$ cat src/rtl/ftfm_pkg.sv
package ftfm_pkg;

    // largest size code taken from an ID field
    localparam int MAX_SIZE_CODE = 7;

    localparam int BYTE_W = 8;
    localparam int FIELD_W = 3;
    localparam int SIZE_W = 3;
    localparam int COUNT_W = 15;
    localparam int CRC_W = 16;

    typedef logic [BYTE_W-1:0]  byte_t;
    typedef logic [FIELD_W-1:0] field_t;
    typedef logic [SIZE_W-1:0]  size_t;
    typedef logic [COUNT_W-1:0] count_t;
    typedef logic [CRC_W-1:0]   crc_t;

    // field codes
    localparam field_t FIELD_GAP     = 3'd0;
    localparam field_t FIELD_ID      = 3'd1;
    localparam field_t FIELD_DATA    = 3'd2;
    localparam field_t FIELD_DELETED = 3'd3;
    localparam field_t FIELD_CRC     = 3'd4;

    // special track bytes
    localparam byte_t BYTE_F5       = 8'hF5;
    localparam byte_t BYTE_A1       = 8'hA1;
    localparam byte_t BYTE_F6       = 8'hF6;
    localparam byte_t BYTE_C2       = 8'hC2;
    localparam byte_t BYTE_CRC_MARK = 8'hF7;
    localparam byte_t MARK_ID       = 8'hFE;
    localparam byte_t MARK_DATA     = 8'hFB;
    localparam byte_t MARK_DELETED  = 8'hF8;

    localparam crc_t   CRC_PRESET  = 16'hCDB4;
    localparam crc_t   CRC_POLY    = 16'h1021;
    localparam count_t ID_LEN      = 15'd4;
    localparam count_t CRC_LEN     = 15'd2;
    localparam count_t SECTOR_BASE = 15'd128;
    localparam size_t  SIZE_RESET  = 3'd1;
    localparam size_t  SIZE_MAX    = size_t'(MAX_SIZE_CODE);

    // one byte into the crc-16, msb first
    function automatic crc_t crc_fold(input crc_t crc_in, input byte_t data);
        crc_t c;
        c = crc_in ^ {data, 8'h00};
        for (int i = 0; i < 8; i++)
        begin
            if (c[CRC_W-1])
                c = {c[CRC_W-2:0], 1'b0} ^ CRC_POLY;
            else
                c = {c[CRC_W-2:0], 1'b0};
        end
        return c;
    endfunction

endpackage

$ cat src/rtl/ftfm_track_if.sv
interface ftfm_track_if;
    import ftfm_pkg::*;

    logic  valid;
    logic  ready;
    byte_t track_byte;
    logic  start_of_track;

    modport source (output valid, output track_byte, output start_of_track, input ready);
    modport sink (input valid, input track_byte, input start_of_track, output ready);
endinterface

$ cat src/rtl/ftfm_field_if.sv
interface ftfm_field_if;
    import ftfm_pkg::*;

    logic   valid;
    logic   ready;
    byte_t  out_byte;
    field_t field_code;

    modport source (output valid, output out_byte, output field_code, input ready);
    modport sink (input valid, input out_byte, input field_code, output ready);
endinterface

$ cat src/rtl/floppy_track_field_marker.sv
// channel       | dir | payload                          | handshake
// --------------+-----+----------------------------------+-------------
// track         | in  | track_byte, start_of_track       | valid/ready
// marked        | out | out_byte, field_code             | valid/ready
// cfg           | in  | cfg_wdata (crc fix enable)       | cfg_we
//
// one byte per cycle sustained while the result side takes bytes: a byte is
// registered at the input, then the field parse, substitution and one
// byte-wide crc-16 update run combinationally into the result register.
// reset clears the parse state and sets crc fixing on.
// a stall on the result side holds both stages; the input stage still takes
// a transfer whenever it is free or moves on in the same cycle.
module floppy_track_field_marker (
    input  logic                 clk,
    input  logic                 rst_n,
    input  logic                 cfg_we,
    input  logic                 cfg_wdata,
    ftfm_track_if.sink           track,
    ftfm_field_if.source         marked
);
    import ftfm_pkg::*;

    logic   crc_fix_reg;
    logic   s1_valid_reg;
    byte_t  s1_byte_reg;
    logic   s1_start_reg;
    logic   out_valid_reg;
    byte_t  out_byte_reg;
    field_t out_field_reg;

    field_t field_reg, field_next;
    count_t left_reg, left_next;
    size_t  size_reg, size_next;
    crc_t   crc_reg, crc_next;
    logic   low_pend_reg, low_pend_next;
    byte_t  low_byte_reg, low_byte_next;

    logic   advance;
    logic   take;
    field_t fld;
    count_t left;
    size_t  size;
    crc_t   crc;
    logic   low_pend;
    byte_t  low_byte;
    byte_t  b;
    logic   opened;

    assign advance = s1_valid_reg && (!out_valid_reg || marked.ready);
    assign track.ready = !s1_valid_reg || advance;
    assign take = track.valid && track.ready;

    assign marked.valid      = out_valid_reg;
    assign marked.out_byte   = out_byte_reg;
    assign marked.field_code = out_field_reg;

    // configuration register
    always_ff @(posedge clk or negedge rst_n)
    begin
        if (!rst_n)
            crc_fix_reg <= 1'b1;
        else if (cfg_we)
            crc_fix_reg <= cfg_wdata;
    end

    // input register
    always_ff @(posedge clk or negedge rst_n)
    begin
        if (!rst_n)
            s1_valid_reg <= 1'b0;
        else if (track.ready)
            s1_valid_reg <= track.valid;
    end

    always_ff @(posedge clk)
    begin
        if (take)
        begin
            s1_byte_reg  <= track.track_byte;
            s1_start_reg <= track.start_of_track;
        end
    end

    // parse, substitution and crc for the registered byte
    always_comb
    begin
        fld      = s1_start_reg ? FIELD_GAP : field_reg;
        left     = s1_start_reg ? '0 : left_reg;
        size     = s1_start_reg ? SIZE_RESET : size_reg;
        crc      = s1_start_reg ? CRC_PRESET : crc_reg;
        low_pend = s1_start_reg ? 1'b0 : low_pend_reg;
        low_byte = s1_start_reg ? '0 : low_byte_reg;

        b             = low_pend ? low_byte : s1_byte_reg;
        low_pend_next = 1'b0;
        low_byte_next = low_byte;
        field_next    = fld;
        left_next     = left;
        size_next     = size;
        opened        = 1'b0;

        // mark substitution and crc insertion
        if (crc_fix_reg)
        begin
            if (fld == FIELD_GAP)
            begin
                if (b == BYTE_F5)
                    b = BYTE_A1;
                else if (b == BYTE_F6)
                    b = BYTE_C2;
            end
            else if (fld == FIELD_CRC && !low_pend && b == BYTE_CRC_MARK)
            begin
                b             = crc[CRC_W-1:BYTE_W];
                low_byte_next = crc[BYTE_W-1:0];
                low_pend_next = 1'b1;
            end
        end

        // field counter
        if (left != '0)
        begin
            if (fld == FIELD_ID && left == count_t'(1))
                size_next = (b > byte_t'(SIZE_MAX)) ? SIZE_MAX : b[SIZE_W-1:0];
            left_next = left - count_t'(1);
            if (left == count_t'(1))
            begin
                if (fld != FIELD_CRC)
                begin
                    field_next = FIELD_CRC;
                    left_next  = CRC_LEN;
                end
                else
                    field_next = FIELD_GAP;
            end
        end
        else
        begin
            opened = 1'b1;
            if (b == MARK_ID)
            begin
                field_next = FIELD_ID;
                left_next  = ID_LEN;
            end
            else if (b == MARK_DATA)
            begin
                field_next = FIELD_DATA;
                left_next  = SECTOR_BASE << size;
            end
            else if (b == MARK_DELETED)
            begin
                field_next = FIELD_DELETED;
                left_next  = SECTOR_BASE << size;
            end
            else
            begin
                field_next = FIELD_GAP;
                opened     = 1'b0;
            end
        end

        crc_next = crc_fold(opened ? CRC_PRESET : crc, b);
    end

    // parse state
    always_ff @(posedge clk or negedge rst_n)
    begin
        if (!rst_n)
        begin
            field_reg    <= FIELD_GAP;
            left_reg     <= '0;
            size_reg     <= SIZE_RESET;
            crc_reg      <= CRC_PRESET;
            low_pend_reg <= 1'b0;
            low_byte_reg <= '0;
        end
        else if (advance)
        begin
            field_reg    <= field_next;
            left_reg     <= left_next;
            size_reg     <= size_next;
            crc_reg      <= crc_next;
            low_pend_reg <= low_pend_next;
            low_byte_reg <= low_byte_next;
        end
    end

    // result register
    always_ff @(posedge clk or negedge rst_n)
    begin
        if (!rst_n)
            out_valid_reg <= 1'b0;
        else if (advance)
            out_valid_reg <= 1'b1;
        else if (marked.ready)
            out_valid_reg <= 1'b0;
    end

    always_ff @(posedge clk)
    begin
        if (advance)
        begin
            out_byte_reg  <= b;
            out_field_reg <= fld;
        end
    end

    // checks
    a_left_gap: assert property (@(posedge clk) disable iff (!rst_n)
        (left_reg == '0) |-> (field_reg == FIELD_GAP))
        else $error("empty byte count outside the gap");

    a_crc_len: assert property (@(posedge clk) disable iff (!rst_n)
        (field_reg == FIELD_CRC) |-> (left_reg == count_t'(1) || left_reg == CRC_LEN))
        else $error("crc field length out of range");

    a_low_used: assert property (@(posedge clk) disable iff (!rst_n)
        (advance && low_pend_reg) |=> !low_pend_reg)
        else $error("pending crc low byte inserted twice");

    a_result: assert property (@(posedge clk) disable iff (!rst_n)
        advance |=> out_valid_reg)
        else $error("processed byte produced no result");

endmodule

$ cat src/flat_wrapper.sv
// flat-port wrapper written by rule: the top's interface ports become plain ports
module floppy_track_field_marker_flat import ftfm_pkg::*;
  (clk, rst_n, cfg_we, cfg_wdata, track_valid, track_track_byte, track_start_of_track, track_ready, marked_valid, marked_out_byte, marked_field_code, marked_ready);
  ftfm_track_if track_i ();
  ftfm_field_if marked_i ();
  input  logic clk;
  input  logic rst_n;
  input  logic cfg_we;
  input  logic cfg_wdata;
  input wire logic [$bits(track_i.valid)-1:0] track_valid;
  input wire logic [$bits(track_i.track_byte)-1:0] track_track_byte;
  input wire logic [$bits(track_i.start_of_track)-1:0] track_start_of_track;
  output wire logic [$bits(track_i.ready)-1:0] track_ready;
  output wire logic [$bits(marked_i.valid)-1:0] marked_valid;
  output wire logic [$bits(marked_i.out_byte)-1:0] marked_out_byte;
  output wire logic [$bits(marked_i.field_code)-1:0] marked_field_code;
  input wire logic [$bits(marked_i.ready)-1:0] marked_ready;
  assign track_i.valid = track_valid;
  assign track_i.track_byte = track_track_byte;
  assign track_i.start_of_track = track_start_of_track;
  assign track_ready = track_i.ready;
  assign marked_valid = marked_i.valid;
  assign marked_out_byte = marked_i.out_byte;
  assign marked_field_code = marked_i.field_code;
  assign marked_i.ready = marked_ready;
  floppy_track_field_marker u_core (.clk(clk), .rst_n(rst_n), .cfg_we(cfg_we), .cfg_wdata(cfg_wdata), .track(track_i), .marked(marked_i));
endmodule
$ cat config.mk
export PLATFORM = sky130hd
export DESIGN_NAME = floppy_track_field_marker_flat
export DESIGN_NICKNAME = d
export VERILOG_FILES = /design/src/rtl/ftfm_pkg.sv /design/src/rtl/ftfm_track_if.sv /design/src/rtl/ftfm_field_if.sv /design/src/rtl/floppy_track_field_marker.sv /design/src/flat_wrapper.sv
export SDC_FILE = /design/constraint.sdc
export NUM_CORES = 1
export LEC_CHECK = 0
export BUFFER_PORTS_ARGS = -buffer_cell sky130_fd_sc_hd__buf_2
export CAP_MARGIN = 5
export CORE_MARGIN = 10
export CORE_UTILIZATION = 55
export CTS_BUF_LIST = sky130_fd_sc_hd__clkbuf_16
export DETAILED_ROUTE_END_ITERATION = 16
export GPL_ROUTABILITY_DRIVEN = 0
export HOLD_SLACK_MARGIN = 0.12
export PLACE_DENSITY = 0.76
export SETUP_SLACK_MARGIN = 0.1
export SLEW_MARGIN = 25
export SYNTH_ARGS = -nofsm -noshare
export SYNTH_HDL_FRONTEND = slang
export SYNTH_SLANG_ARGS = --single-unit
$ cat constraint.sdc
create_clock -name clk -period 3.2 [get_ports clk]
set_input_delay 0.64 -clock clk [delete_from_list [all_inputs] [get_ports clk]]
set_output_delay 0.64 -clock clk [all_outputs]
set_load 0.005 [all_outputs]
* After elaboration in Yosys (flattened, before gate mapping)
Cells that the tools add are included.
** Storage, ports and cells
- Bits of input ports :: 15
- ROM bits :: 0
- Memory bits (writable) :: 0
- Logic and storage cells :: 96
- Bits in latches :: 0
- Flip-flop bits (word level) :: 69
- Memories kept :: 0
** Operators by class
- Equal/unequal tests :: 10
- Reductions and logical operators :: 13
- Shifts and indexed selects :: 1
- Add/subtract/negate cells :: 1
- Order comparisons :: 1
- Muxes and demuxes :: 48
- Bitwise logic cells :: 9
- Multiply operators :: 0
- Divide/modulo/power cells :: 0
** Operators by type and width (count)
- 2-to-1 mux 15 bit :: 7
- 2-to-1 mux 13 bit :: 8
- 2-to-1 mux 8 bit :: 10
- == test 8 bit, second input constant :: 6
- 2-to-1 mux 16 bit :: 2
- 2-to-1 mux 3 bit :: 10
- inverter 3 bit :: 8
- bitwise XOR 16 bit :: 1
- == test 15 x 1 -> 1 bit, second input constant :: 1
- nonzero test 15 bit :: 1
- left shift 8 x 3 -> 15 bit, first input constant :: 1
- subtractor 15 x 1 -> 15 bit, second input constant :: 1
- 2-to-1 mux 1 bit :: 10
- greater-than comparator 8 x 3 -> 1 bit, second input constant :: 1
- logical AND 1 bit :: 5
- == test 3 x 1 -> 1 bit, second input constant :: 1
- == test 3 bit, second input constant :: 1
- logical NOT 1 bit :: 3
- logical NOT 3 bit :: 1
- != test 3 bit, second input constant :: 1
- logical OR 1 bit :: 2
- 2-to-1 mux 2 bit :: 1
- nonzero test 2 bit :: 1

* Logic depth before layout (Yosys ltp)
Gate-level depths: netlist of run 1.
- Depth after elaboration :: 30
- Depth in mapped cells :: 16
- Gate-level depth less buffers :: 11

* Worst setup path before layout of run 1
OpenSTA, ideal clock, no wires.
- Kind :: register to register
- From :: register u_core.s1_start_reg
- To :: register u_core.crc_reg[6]
- Setup time :: 0.125 ns
- Data required time :: 3.075 ns
- Buffers on the path :: 4
- Setup slack :: -0.049 ns
- Cell stages (with the launch flop) :: 16
- Data arrival time :: 3.125 ns
- Cells stage by stage :: edfxtp_1 -> buf_6 -> inv_1 -> clkbuf_1 -> clkbuf_1 -> nand2_1 -> ha_1 -> buf_2 -> nand2_4 -> a2111oi_1 -> and4_4 -> o21ai_2 -> a21oi_4 -> xnor3_1 -> xnor2_1 -> mux2_2
** Between the ends
- Word-level cells in the longest chain between the ends :: 22
- Elaborated cells between the ends (all ways) :: 39
- Those cells by class :: 7 x eq/ne; 24 x mux; 3 x bitwise; 5 x reduce/logical
** RTL lines
- start, declared :: line floppy_track_field_marker.sv:26 : logic s1_start_reg;
- start signal, assigned :: line floppy_track_field_marker.sv:80 : s1_start_reg <= track.start_of_track;
- 2-to-1 mux 8 bit, or another cell as far along :: line floppy_track_field_marker.sv:92 : low_byte = s1_start_reg ? '0 : low_byte_reg;
- 2-to-1 mux 8 bit, or another cell as far along :: line floppy_track_field_marker.sv:94 : b = low_pend ? low_byte : s1_byte_reg;
- == test 8 bit, or another cell as far along :: line floppy_track_field_marker.sv:109 : else if (b == BYTE_F6)
- 2-to-1 mux 8 bit or logical AND 1 bit (tied branches) :: line floppy_track_field_marker.sv:109, floppy_track_field_marker.sv:112
- 2-to-1 mux 8 bit, on equally long branches :: line floppy_track_field_marker.sv:107, floppy_track_field_marker.sv:112
- 2-to-1 mux 8 bit :: line floppy_track_field_marker.sv:105 : if (fld == FIELD_GAP)
- 2-to-1 mux 8 bit :: line floppy_track_field_marker.sv:103 : if (crc_fix_reg)
- == test 8 bit :: line floppy_track_field_marker.sv:150 : else if (b == MARK_DELETED)
- (+3 left out)
- 2-to-1 mux 1 bit :: line floppy_track_field_marker.sv:121 : if (left != '0)
- 2-to-1 mux 16 bit :: line floppy_track_field_marker.sv:162 : crc_next = crc_fold(opened ? CRC_PRESET : crc, b);
- bitwise XOR 16 bit * :: line ftfm_pkg.sv:46 : c = crc_in ^ {data, 8'h00};
- 2-to-1 mux 13 bit :: line ftfm_pkg.sv:49 : if (c[CRC_W-1])
- 2-to-1 mux 13 bit * :: line ftfm_pkg.sv:49
- 2-to-1 mux 13 bit (3 in series) :: line ftfm_pkg.sv:49
- inverter 3 bit (no source line)
- 2-to-1 mux 13 bit * (2 in series) :: line ftfm_pkg.sv:49
- end signal, assigned :: line floppy_track_field_marker.sv:182 : crc_reg <= crc_next;
- end, declared :: line floppy_track_field_marker.sv:34 : crc_t crc_reg, crc_next;
Mark *: on every way between the ends. The rest lies on a longest branch, timed or not.
A chain may end at the register's enable or synchronous reset.

* Worst setup path in the final report of run 1
- From :: register u_core.s1_start_reg
- To :: register u_core.crc_reg[12]
** Between the ends
- Word-level cells in the longest chain between the ends :: 24
- Elaborated cells between the ends (all ways) :: 40
- Those cells by class :: 7 x eq/ne; 24 x mux; 4 x bitwise; 5 x reduce/logical
** RTL lines (line)
- 2-to-1 mux 8 bit, or another cell as far along :: floppy_track_field_marker.sv:92
- 2-to-1 mux 8 bit, or another cell as far along :: floppy_track_field_marker.sv:94
- == test 8 bit, or another cell as far along :: floppy_track_field_marker.sv:109
- 2-to-1 mux 8 bit or logical AND 1 bit (tied branches) :: floppy_track_field_marker.sv:109, floppy_track_field_marker.sv:112
- 2-to-1 mux 8 bit, on equally long branches :: floppy_track_field_marker.sv:107, floppy_track_field_marker.sv:112
- 2-to-1 mux 8 bit :: floppy_track_field_marker.sv:105
- 2-to-1 mux 8 bit :: floppy_track_field_marker.sv:103
- == test 8 bit :: floppy_track_field_marker.sv:150
- (+4 left out)
- 2-to-1 mux 16 bit :: floppy_track_field_marker.sv:162
- bitwise XOR 16 bit * :: ftfm_pkg.sv:46
- inverter 3 bit (no source line)
- 2-to-1 mux 13 bit (3 in series) :: ftfm_pkg.sv:49
- 2-to-1 mux 13 bit * :: ftfm_pkg.sv:49
- 2-to-1 mux 13 bit (3 in series) :: ftfm_pkg.sv:49
- inverter 3 bit (no source line)
- 2-to-1 mux 13 bit * :: ftfm_pkg.sv:49
Marks and branches as above.

==> results of run 1 <==
[worst paths after layout]
| check | to | cells past startpoint |
|---|---|---|
| min in group clk | u_core.s1_byte_reg[1]$_DFFE_PP_ | 1 |
| min | u_core.left_reg[10]$_DFFE_PN0P_ | 1 |
| max | u_core.crc_reg[12]$_DFFE_PN0P_ | 11 |
| min reg2reg | u_core.crc_reg[2]$_DFFE_PN1P_ | 2 |
| max in group asynchronous | u_core.crc_reg[7]$_DFFE_PN1P_ | 2 |
| max reg2reg | u_core.crc_reg[12]$_DFFE_PN0P_ | 11 |
[layout make-up]
cell class / count / area [um^2] / area share
clock buffer: 9 / 225.2 / 0.04259
sequential: 69 / 1841 / 0.3481
tap: 102 / 127.6 / 0.02414
multi-input combinational: 345 / 2480 / 0.4690
inverter: 14 / 52.55 / 0.009938
timing repair buffer: 74 / 495.5 / 0.09371
clock inverter: 7 / 66.31 / 0.01254
[cells by family (layout without fill, tap and decap cells)]
family                   Yosys count  after routing  share of synthesized area
AND/OR/NAND/NOR                  176            176                     0.2175
AO/OA/AOI/OAI                    131            131                     0.2204
flip-flops                        69             69                     0.4329
buffers and inverters             34            104                    0.03531
XOR/XNOR                          23             23                    0.05562
multiplexers                      13             13                    0.03237
adder cells (fa/ha/maj)            2              2                   0.005885
[cell usage after synthesis (all sizes together) (9+ instances only)]
cell    number  area share
a21oi       27       0.036
a22oi        9       0.016
clkbuf      12       0.011
dfrtp       38        0.22
dfstp       11       0.068
edfxtp      20        0.14
inv         13       0.011
nand2       72       0.065
nor2        33       0.029
nor2b        9       0.013
o21ai       38       0.047
xnor2       11       0.024
xor2        10       0.021
[routing by layer]
layer	up-vias	GRT usage	routed length (um)
met4	0	0.06870	389
met2	225	0.3148	5915
met5	-	0	0
met3	40	0.04790	1100
met1	1920	0.2657	5089
li1	1773	-	-
[critical path, delay by kind of cell (launching register included)]
family          cells  cell delay (ps)
simple gates        6             1660
compound gates      4              790
flops               1              490
buf+inv             1              170
[per-stage QoR]
step / setup slack, ps / TNS (ps) / instance area (um^2) / hold WS [ps] / power, mW
floorplan: 128.2 / 0 / 4259 / 344.4 / 2.211
global placement: 103.0 / 0 / 4672 / 471.4 / 2.547
detailed placement: 7.549 / 0 / 4672 / 477.9 / 2.587
CTS: 77.36 / 0 / 5015 / 474.2 / 3.587
global route: -26.62 / -104.0 / 5288 / 363.8 / 3.881
finish: 15.00 / 0 / 5288 / 312.7 / 3.697
[power by group through the flow]
stage,combinational (mW),clock [mW],sequential (mW)
after global routing,1.36,1.02,1.51
after CTS,1.15,0.984,1.45
after detailed placement,1.13,0,1.46
after global placement,1.10,0,1.45
after floorplan,0.855,0,1.36
final,1.23,0.981,1.48
[what timing repair did]
| item | CTS | global route |
|---|---|---|
| resized for setup | 7 | 35 |
| pin swaps | 6 | 11 |
| setup buffers | 3 | 9 |
| gates cloned | 0 | 1 |
| setup endpoints to repair | 12 | 22 |
==> run summary, run 1 <==
Yosys printed 0 warnings. The number of buffers inserted during clock tree synthesis is 9. For this block, the routed nets add up to 12,490 um of wire.

The first-iteration detailed-routing DRC count is between 300 and 400. The critical-path maximum fanout came out at 7. The die covers between 0.01 and 0.015 mm^2. The initial core utilization is 0.5589. The number of pins exceeding their max-slew limit in the final report came out at 0. The synthesized cell area came out at approximately 0.0043 mm^2.

The clock slew seen by the registers of the worst setup and hold paths is roughly 60 ps. STA classifies the critical path startpoint as a flip-flop. The final core utilization is 0.6951. The net switching power is 1.365 mW. Entering global routing, the biggest net connects 48 pins. The number of different library cells in the post-synthesis netlist came out at between 80 and 90. The latest clock arrival within the worst-skew pair is around 330 ps. The internal power is around 2.3 mW.

The post-synth net total came out at about 470. The worst reg-to-reg setup slack came out at ~15 ps. The mean cell area of the mapped netlist came out at about 9.5 um^2. In the layout the commonest cells are sky130_fd_sc_hd__nand2_1, sky130_fd_sc_hd__buf_4, sky130_fd_sc_hd__dfrtp_1, sky130_fd_sc_hd__nor2_1, sky130_fd_sc_hd__o21ai_0. Leaving out filler cells and counting taps, the final layout contains a little over 600. The clock net sink count came out at a little under 70. The data required time at the worst endpoint is 3470 ps. The power density relative to cell area came out at roughly 700 mW/mm^2. The post-detailed-route count of antenna-violating nets is 0. The most instantiated flip-flop cell in the synthesis netlist is sky130_fd_sc_hd__dfrtp_1.

The share of total power dissipated in sequential elements is 0.401. The number of optimization iterations in the first detailed-route pass is 5. The count of fill cells added during filler insertion is around 540. The largest incremental delay on the critical path came out at 580 ps. Row generation in the floorplan step produced 32 rows. The maximum level of the CTS H-tree came out at 3. Across all layers, the routed design uses about 4,000 vias. The routed length per placed instance is between 20 and 25 um. The overall global routing resource usage is 0.2006. The DRC violations left is 0. The data arrival time of the critical path came out at ~3500 ps. In this run, synthesis produced a sequential element count of 69. The worst setup path is captured at a flip-flop.

The final hold violation count came out at 0. The sum of overflow across all layers after global routing came out at 0. The fraction of power spent switching nets is 0.3693. For this run, the register share of the synthesized area comes to 0.4329.

The shortest period the worst path allows is around 3200 ps. The per-cell via count in the routed design is approximately 6.4. The number of violations of the max-capacitance limit came out at 0. The worst setup path is of the reg2reg kind.

The cell count after synthesis came out at approximately 450. The worst-case clock buffer depth is 2. TritonCTS built the clock tree. The worst setup path startpoint is u_core.s1_start_reg$_DFFE_PP_. The tree is rooted in a sky130_fd_sc_hd__clkbuf_16. The count of antenna diodes in the layout is 0.

Setup repair after global routing could not meet its margin everywhere. The flow ran to the end, and the final reports show no timing, DRC or antenna violations. The number of placed I/O pins came out at 28. In this run the tightest slew margin relative to its limit is 0.4556. The placeable core area came out at 0.007607 mm^2.

The synthesized design contains 20 enable-type register cells. In this run the critical register-to-register path is launched from u_core.s1_start_reg$_DFFE_PP_. The transition at the pin with the smallest max-transition slack is between 800 and 900 ps. Setup violations remaining at the end of the flow were counted as 0.

The part of the total power dissipated in the clock network is 0.266. The initial antenna violation count is 0. The critical path goes through or4b_4 -> nor3b_4 -> o2111a_2 -> o211a_4 -> nor3_4 -> o22ai_4 -> buf_6 -> o21ai_2 -> and3_1 -> or4_1 -> nand3_1. The path class of the tightest hold or removal check is in2async.

The ratio of final minimum period to clock period is 0.9953. The peak ir drop on the vdd network is a little under 0.5 mV. In the final layout, the share of cells above drive strength 1 is 0.3031. Port buffering added 27 buffers. The detailed placement HPWL came out at 8010 um.

Static timing analysis puts the maximum clock frequency at ~0.31 GHz. The via count of the first global-routing pass came out at between 3,000 and 4,000. The die span in y came out at 107.9 um. The part of the power in combinational logic came out at 0.334. The analysis attributes to cell leakage a power of approximately 2.2 nW. The first global-routing pass estimated about 19,000 um of wire. The most common library cell in the layout ignoring fill and taps is sky130_fd_sc_hd__nand2_1. The die outline width is approximately 110 um.

The share of flip-flops with an asynchronous set or reset after synthesis came out at 0.7101. The quantity of hold-fixing buffers added after cts came out at 0. The flip-flop count of the largest register after layout came out at 16. The number of cells after detailed placement is between 500 and 600. The slowest cell on the critical path is sky130_fd_sc_hd__or4b_4. The post-route clock skew is ~9.1 ps. The final layout contains 530 nets. Compared with the post-synthesis result, the final layout area differs by 24.37%.
Note: power is estimated with default switching activity, not from simulation.
==> run 2: changes to the inputs <==
--- a/config.mk
+++ b/config.mk
@@ -5,12 +5,12 @@
 export SDC_FILE = /design/constraint.sdc
 export NUM_CORES = 1
 export LEC_CHECK = 0
-export BUFFER_PORTS_ARGS = -buffer_cell sky130_fd_sc_hd__buf_2
 export CAP_MARGIN = 5
 export CORE_MARGIN = 10
-export CORE_UTILIZATION = 55
+export CORE_UTILIZATION = 58
 export CTS_BUF_LIST = sky130_fd_sc_hd__clkbuf_16
 export DETAILED_ROUTE_END_ITERATION = 16
+export DONT_BUFFER_PORTS = 1
 export GPL_ROUTABILITY_DRIVEN = 0
 export HOLD_SLACK_MARGIN = 0.12
 export PLACE_DENSITY = 0.76
==> run 2 against run 1 <==
The flow now finishes with violations (negative setup slack). Routed wire length shrank 3.5%. Worst hold slack worse by 170 ps. Power fell by 2.6%.
==> run summary, run 2 (synthesis gave the netlist of run 1 again) <==
The count of antenna diodes in the layout is 0 (unchanged). The number of buffers inserted during clock tree synthesis is 9 (unchanged). Worst path cell trace: or4b_4 -> nor3b_4 -> buf_4 -> o2bb2ai_4 -> a32oi_4 -> and4_4 -> o22ai_4 -> a21oi_2 -> o22a_1 -> or4_1 -> nand3_1 (was or4b_4 -> nor3b_4 -> o2111a_2 -> o211a_4 -> nor3_4 -> o22ai_4 -> buf_6 -> o21ai_2 -> and3_1 -> or4_1 -> nand3_1).

The latest clock arrival within the worst-skew pair is 330 ps (about the same). The post-synthesis to final-layout area growth came out at 20.51% (was 24.37%). The initial core utilization is 0.5925 (was 0.5589). The peak ir drop on the vdd network is 0.3657 mV (was 0.4877 mV). The highest metal layer used by the detailed router is met4 (unchanged). The total non-filler cell area in the finished layout was 0.005124 mm^2 (was 0.005288 mm^2). The category of the most critical setup path is reg2reg (unchanged). The worst setup margin is -17.21 ps (was 15.00 ps). The post-layout net count is 507 (was 530). The setup violation total in the final timing report came out at 2 (was 0). The total of buffers placed on input and output ports came out at 0 (was 27). The net switching power came out at 1.338 mW (was 1.365 mW). The count of cells along the worst register-to-register path is 11 (unchanged). The clock slew seen by the registers of the worst setup and hold paths came to 60 ps (about the same). The fraction of power spent switching nets came out at 0.3715 (was 0.3693). The number of cells after detailed placement is 562 (was 591). The overall global routing resource usage came to 0.2038 (was 0.2006).

The TritonCTS clock tree is built (unchanged). The data arrival time of the critical path is 3490 ps (was 3450 ps). The routed length per placed instance is 20.29 um (was 20.15 um). The worst setup path startpoint is u_core.s1_start_reg$_DFFE_PP_ (unchanged).

The die outline width is 105.6 um (was 107.9 um). The global-route wire length before repair was 18,530 um (was 18,600 um). The routed via count is 3,875 (was 3,958). The element type at the critical path end is a flip-flop (unchanged). The part of the total power dissipated in the clock network is 0.238 (was 0.266). The detailed placement HPWL came out at 7935 um (was 8010 um). The placeable core area is 0.007176 mm^2 (was 0.007607 mm^2). The pin count of the biggest net entering global routing came to 48 (unchanged). The worst-case clock buffer depth came out at 2 (unchanged). The final hold violation count is 0 (unchanged). The start of the worst register-to-register path is u_core.s1_start_reg$_DFFE_PP_ (unchanged). The critical path endpoint was u_core.crc_reg[5]$_DFFE_PN1P_ (was u_core.crc_reg[12]$_DFFE_PN0P_). The per-cell via count in the routed design is 6.524 (was 6.384). The total die area came to 0.01115 mm^2 (was 0.01165 mm^2). The transition at the pin with the smallest max-transition slack was 874.4 ps (was 811.6 ps).

The leakage power total is 2.130 nW (was 2.201 nW). The number of placed I/O pins is 28 (unchanged). RSZ-0062 raised after global routing: true (unchanged).

The fraction of final layout cells with drive strength greater than 1 is 0.2646 (was 0.3031). The headroom to the max-slew limit is 0.4135 (was 0.4556). The number of optimization iterations in the first detailed-route pass is 6 (was 5). The post-detailed-route count of antenna-violating nets is 0 (unchanged). The post-route clock skew came out at 10.32 ps (was 9.052 ps). The worst hold slack came out at 142.8 ps (was 312.7 ps). The wire length on met1 is 4841 um (was 5089 um). The number of non-filler instances in the completed layout was 594 (was 620). The part of the power in combinational logic is 0.352 (was 0.334). The class of the most critical hold timing path is in2async (unchanged).

The power density relative to cell area is 702.8 mW/mm^2 (was 699.1 mW/mm^2). The count of fill cells added during filler insertion was 486 (was 536). The initial antenna violation count is 0 (unchanged).

The data required time at the worst endpoint came out at 3470 ps (about the same). The sequential share of power came out at 0.410 (was 0.401). The post-placement cell area came out at 0.004541 mm^2 (was 0.004672 mm^2). The ratio of final minimum period to clock period came to 1.005 (was 0.9953). The via count of the first global-routing pass is 3,686 (was 3,682). The critical-path maximum fanout is 6 (was 7). The final core utilization is 0.7140 (was 0.6951).

The number of placement rows is 31 (was 32). The routed wire length is 12,050 um (was 12,490 um). The met2 wirelength from detailed routing came out at 5698 um (was 5915 um).

The achievable frequency is 0.3108 GHz (was 0.3140 GHz). The shortest period the worst path allows is 3217 ps (was 3185 ps). The largest incremental delay on the critical path was 600 ps (was 580 ps). The total negative setup slack came out at -20.56 ps (was 0 ps). The clock net sink count is 69 (unchanged). The DRC violations left came out at 0 (unchanged).

Run status: finished, violations left (was finished clean). The checks that failed: negative setup slack. The worst reg-to-reg setup slack was -20 ps (was 20 ps). The worst flop-to-flop path endpoint was u_core.crc_reg[5]$_DFFE_PN1P_ (was u_core.crc_reg[12]$_DFFE_PN0P_). The number of violations of the max-capacitance limit came out at 0 (unchanged). The first-iteration detailed-routing DRC count came to 435 (was 372). Leading cell types in the layout, fill and taps excluded: sky130_fd_sc_hd__nand2_1, sky130_fd_sc_hd__buf_4, sky130_fd_sc_hd__dfrtp_1, sky130_fd_sc_hd__nor2_1, sky130_fd_sc_hd__o21ai_0 (unchanged). The internal power was 2.263 mW (was 2.332 mW). The die span in y was 105.6 um (was 107.9 um). The flip-flop count of the largest register after layout came to 16 (unchanged). The number of pins exceeding their max-slew limit in the final report came out at 0 (unchanged). The element type at the critical path start is a flip-flop (unchanged). The routed wire length on met3 came out at 1164 um (was 1100 um).

The sum of overflow across all layers after global routing was 0 (unchanged). The maximum level of the CTS H-tree was 3 (unchanged). The cell at the root of the clock tree was sky130_fd_sc_hd__clkbuf_16 (unchanged). The most common library cell in the layout ignoring fill and taps is sky130_fd_sc_hd__nand2_1 (unchanged). The slowest cell on the critical path is sky130_fd_sc_hd__or4b_4 (unchanged).
run 2: per-stage QoR:
stage	setup slack [ps]	total power, mW
3_5_place_dp	-4.957	2.556
4_1_cts	112.2	3.446
5_1_grt	-120.4	3.789
6_report	-17.21	3.601
2_1_floorplan	128.2	2.211
3_3_place_gp	97.22	2.514
run 2: cell type report:
| cell class | count | area [um^2] | area share |
|---|---|---|---|
| clock buffers | 9 | 225.2 | 0.04396 |
| flip-flops and latches | 69 | 1841 | 0.3592 |
| inverters | 14 | 52.55 | 0.01026 |
| well taps | 99 | 123.9 | 0.02418 |
| multi-input cells | 345 | 2447 | 0.4777 |
| clock inverters | 7 | 27.53 | 0.005372 |
| repair buffers | 51 | 406.6 | 0.07937 |
run 2: worst min path at each step:
stage	startpoint	to	slack [ps]	depth (start not counted)
after global routing	rst_n	u_core.size_reg[0]$_DFFE_PN1P_	130	0
after floorplan	rst_n	u_core.crc_reg[0]$_DFFE_PN0P_	340	0
after detailed placement	rst_n	u_core.left_reg[13]$_DFFE_PN0P_	350	0
final	rst_n	u_core.size_reg[0]$_DFFE_PN1P_	140	0
after CTS	rst_n	u_core.size_reg[0]$_DFFE_PN1P_	140	0
after global placement	rst_n	u_core.left_reg[13]$_DFFE_PN0P_	350	0
run 2: per-layer routing:
metal | up-vias | track usage
li1 | 1735 | -
met1 | 1866 | 0.2605
met2 | 236 | 0.3178
met3 | 38 | 0.05359
met4 | 0 | 0.09188
met5 | - | 0
run 2: critical path: cells and delay by family (launching register included):
kind                   cells  cell delay [ps]
AND/OR/NAND/NOR            5             1590
AO/OA/AOI/OAI              5              930
flip-flops                 1              480
buffers and inverters      1              160
run 2: what timing repair did:
action                                  4_1_cts  5_1_grt
pin swaps                                     5       12
hold endpoints to repair                     38        0
cloned                                        0        0
hold buffers                                  1        0
gates resized for setup                       9       35
setup buffers                                 5       10
endpoints found under the setup margin       11       22
run 2: power by group through the flow:
stage | Combinational (mW) | Clock (mW) | Sequential (mW)
final | 1.27 | 0.857 | 1.48
after global routing | 1.39 | 0.902 | 1.50
after CTS | 1.13 | 0.862 | 1.45
after detailed placement | 1.09 | 0 | 1.46
after global placement | 1.05 | 0 | 1.46
after floorplan | 0.855 | 0 | 1.36
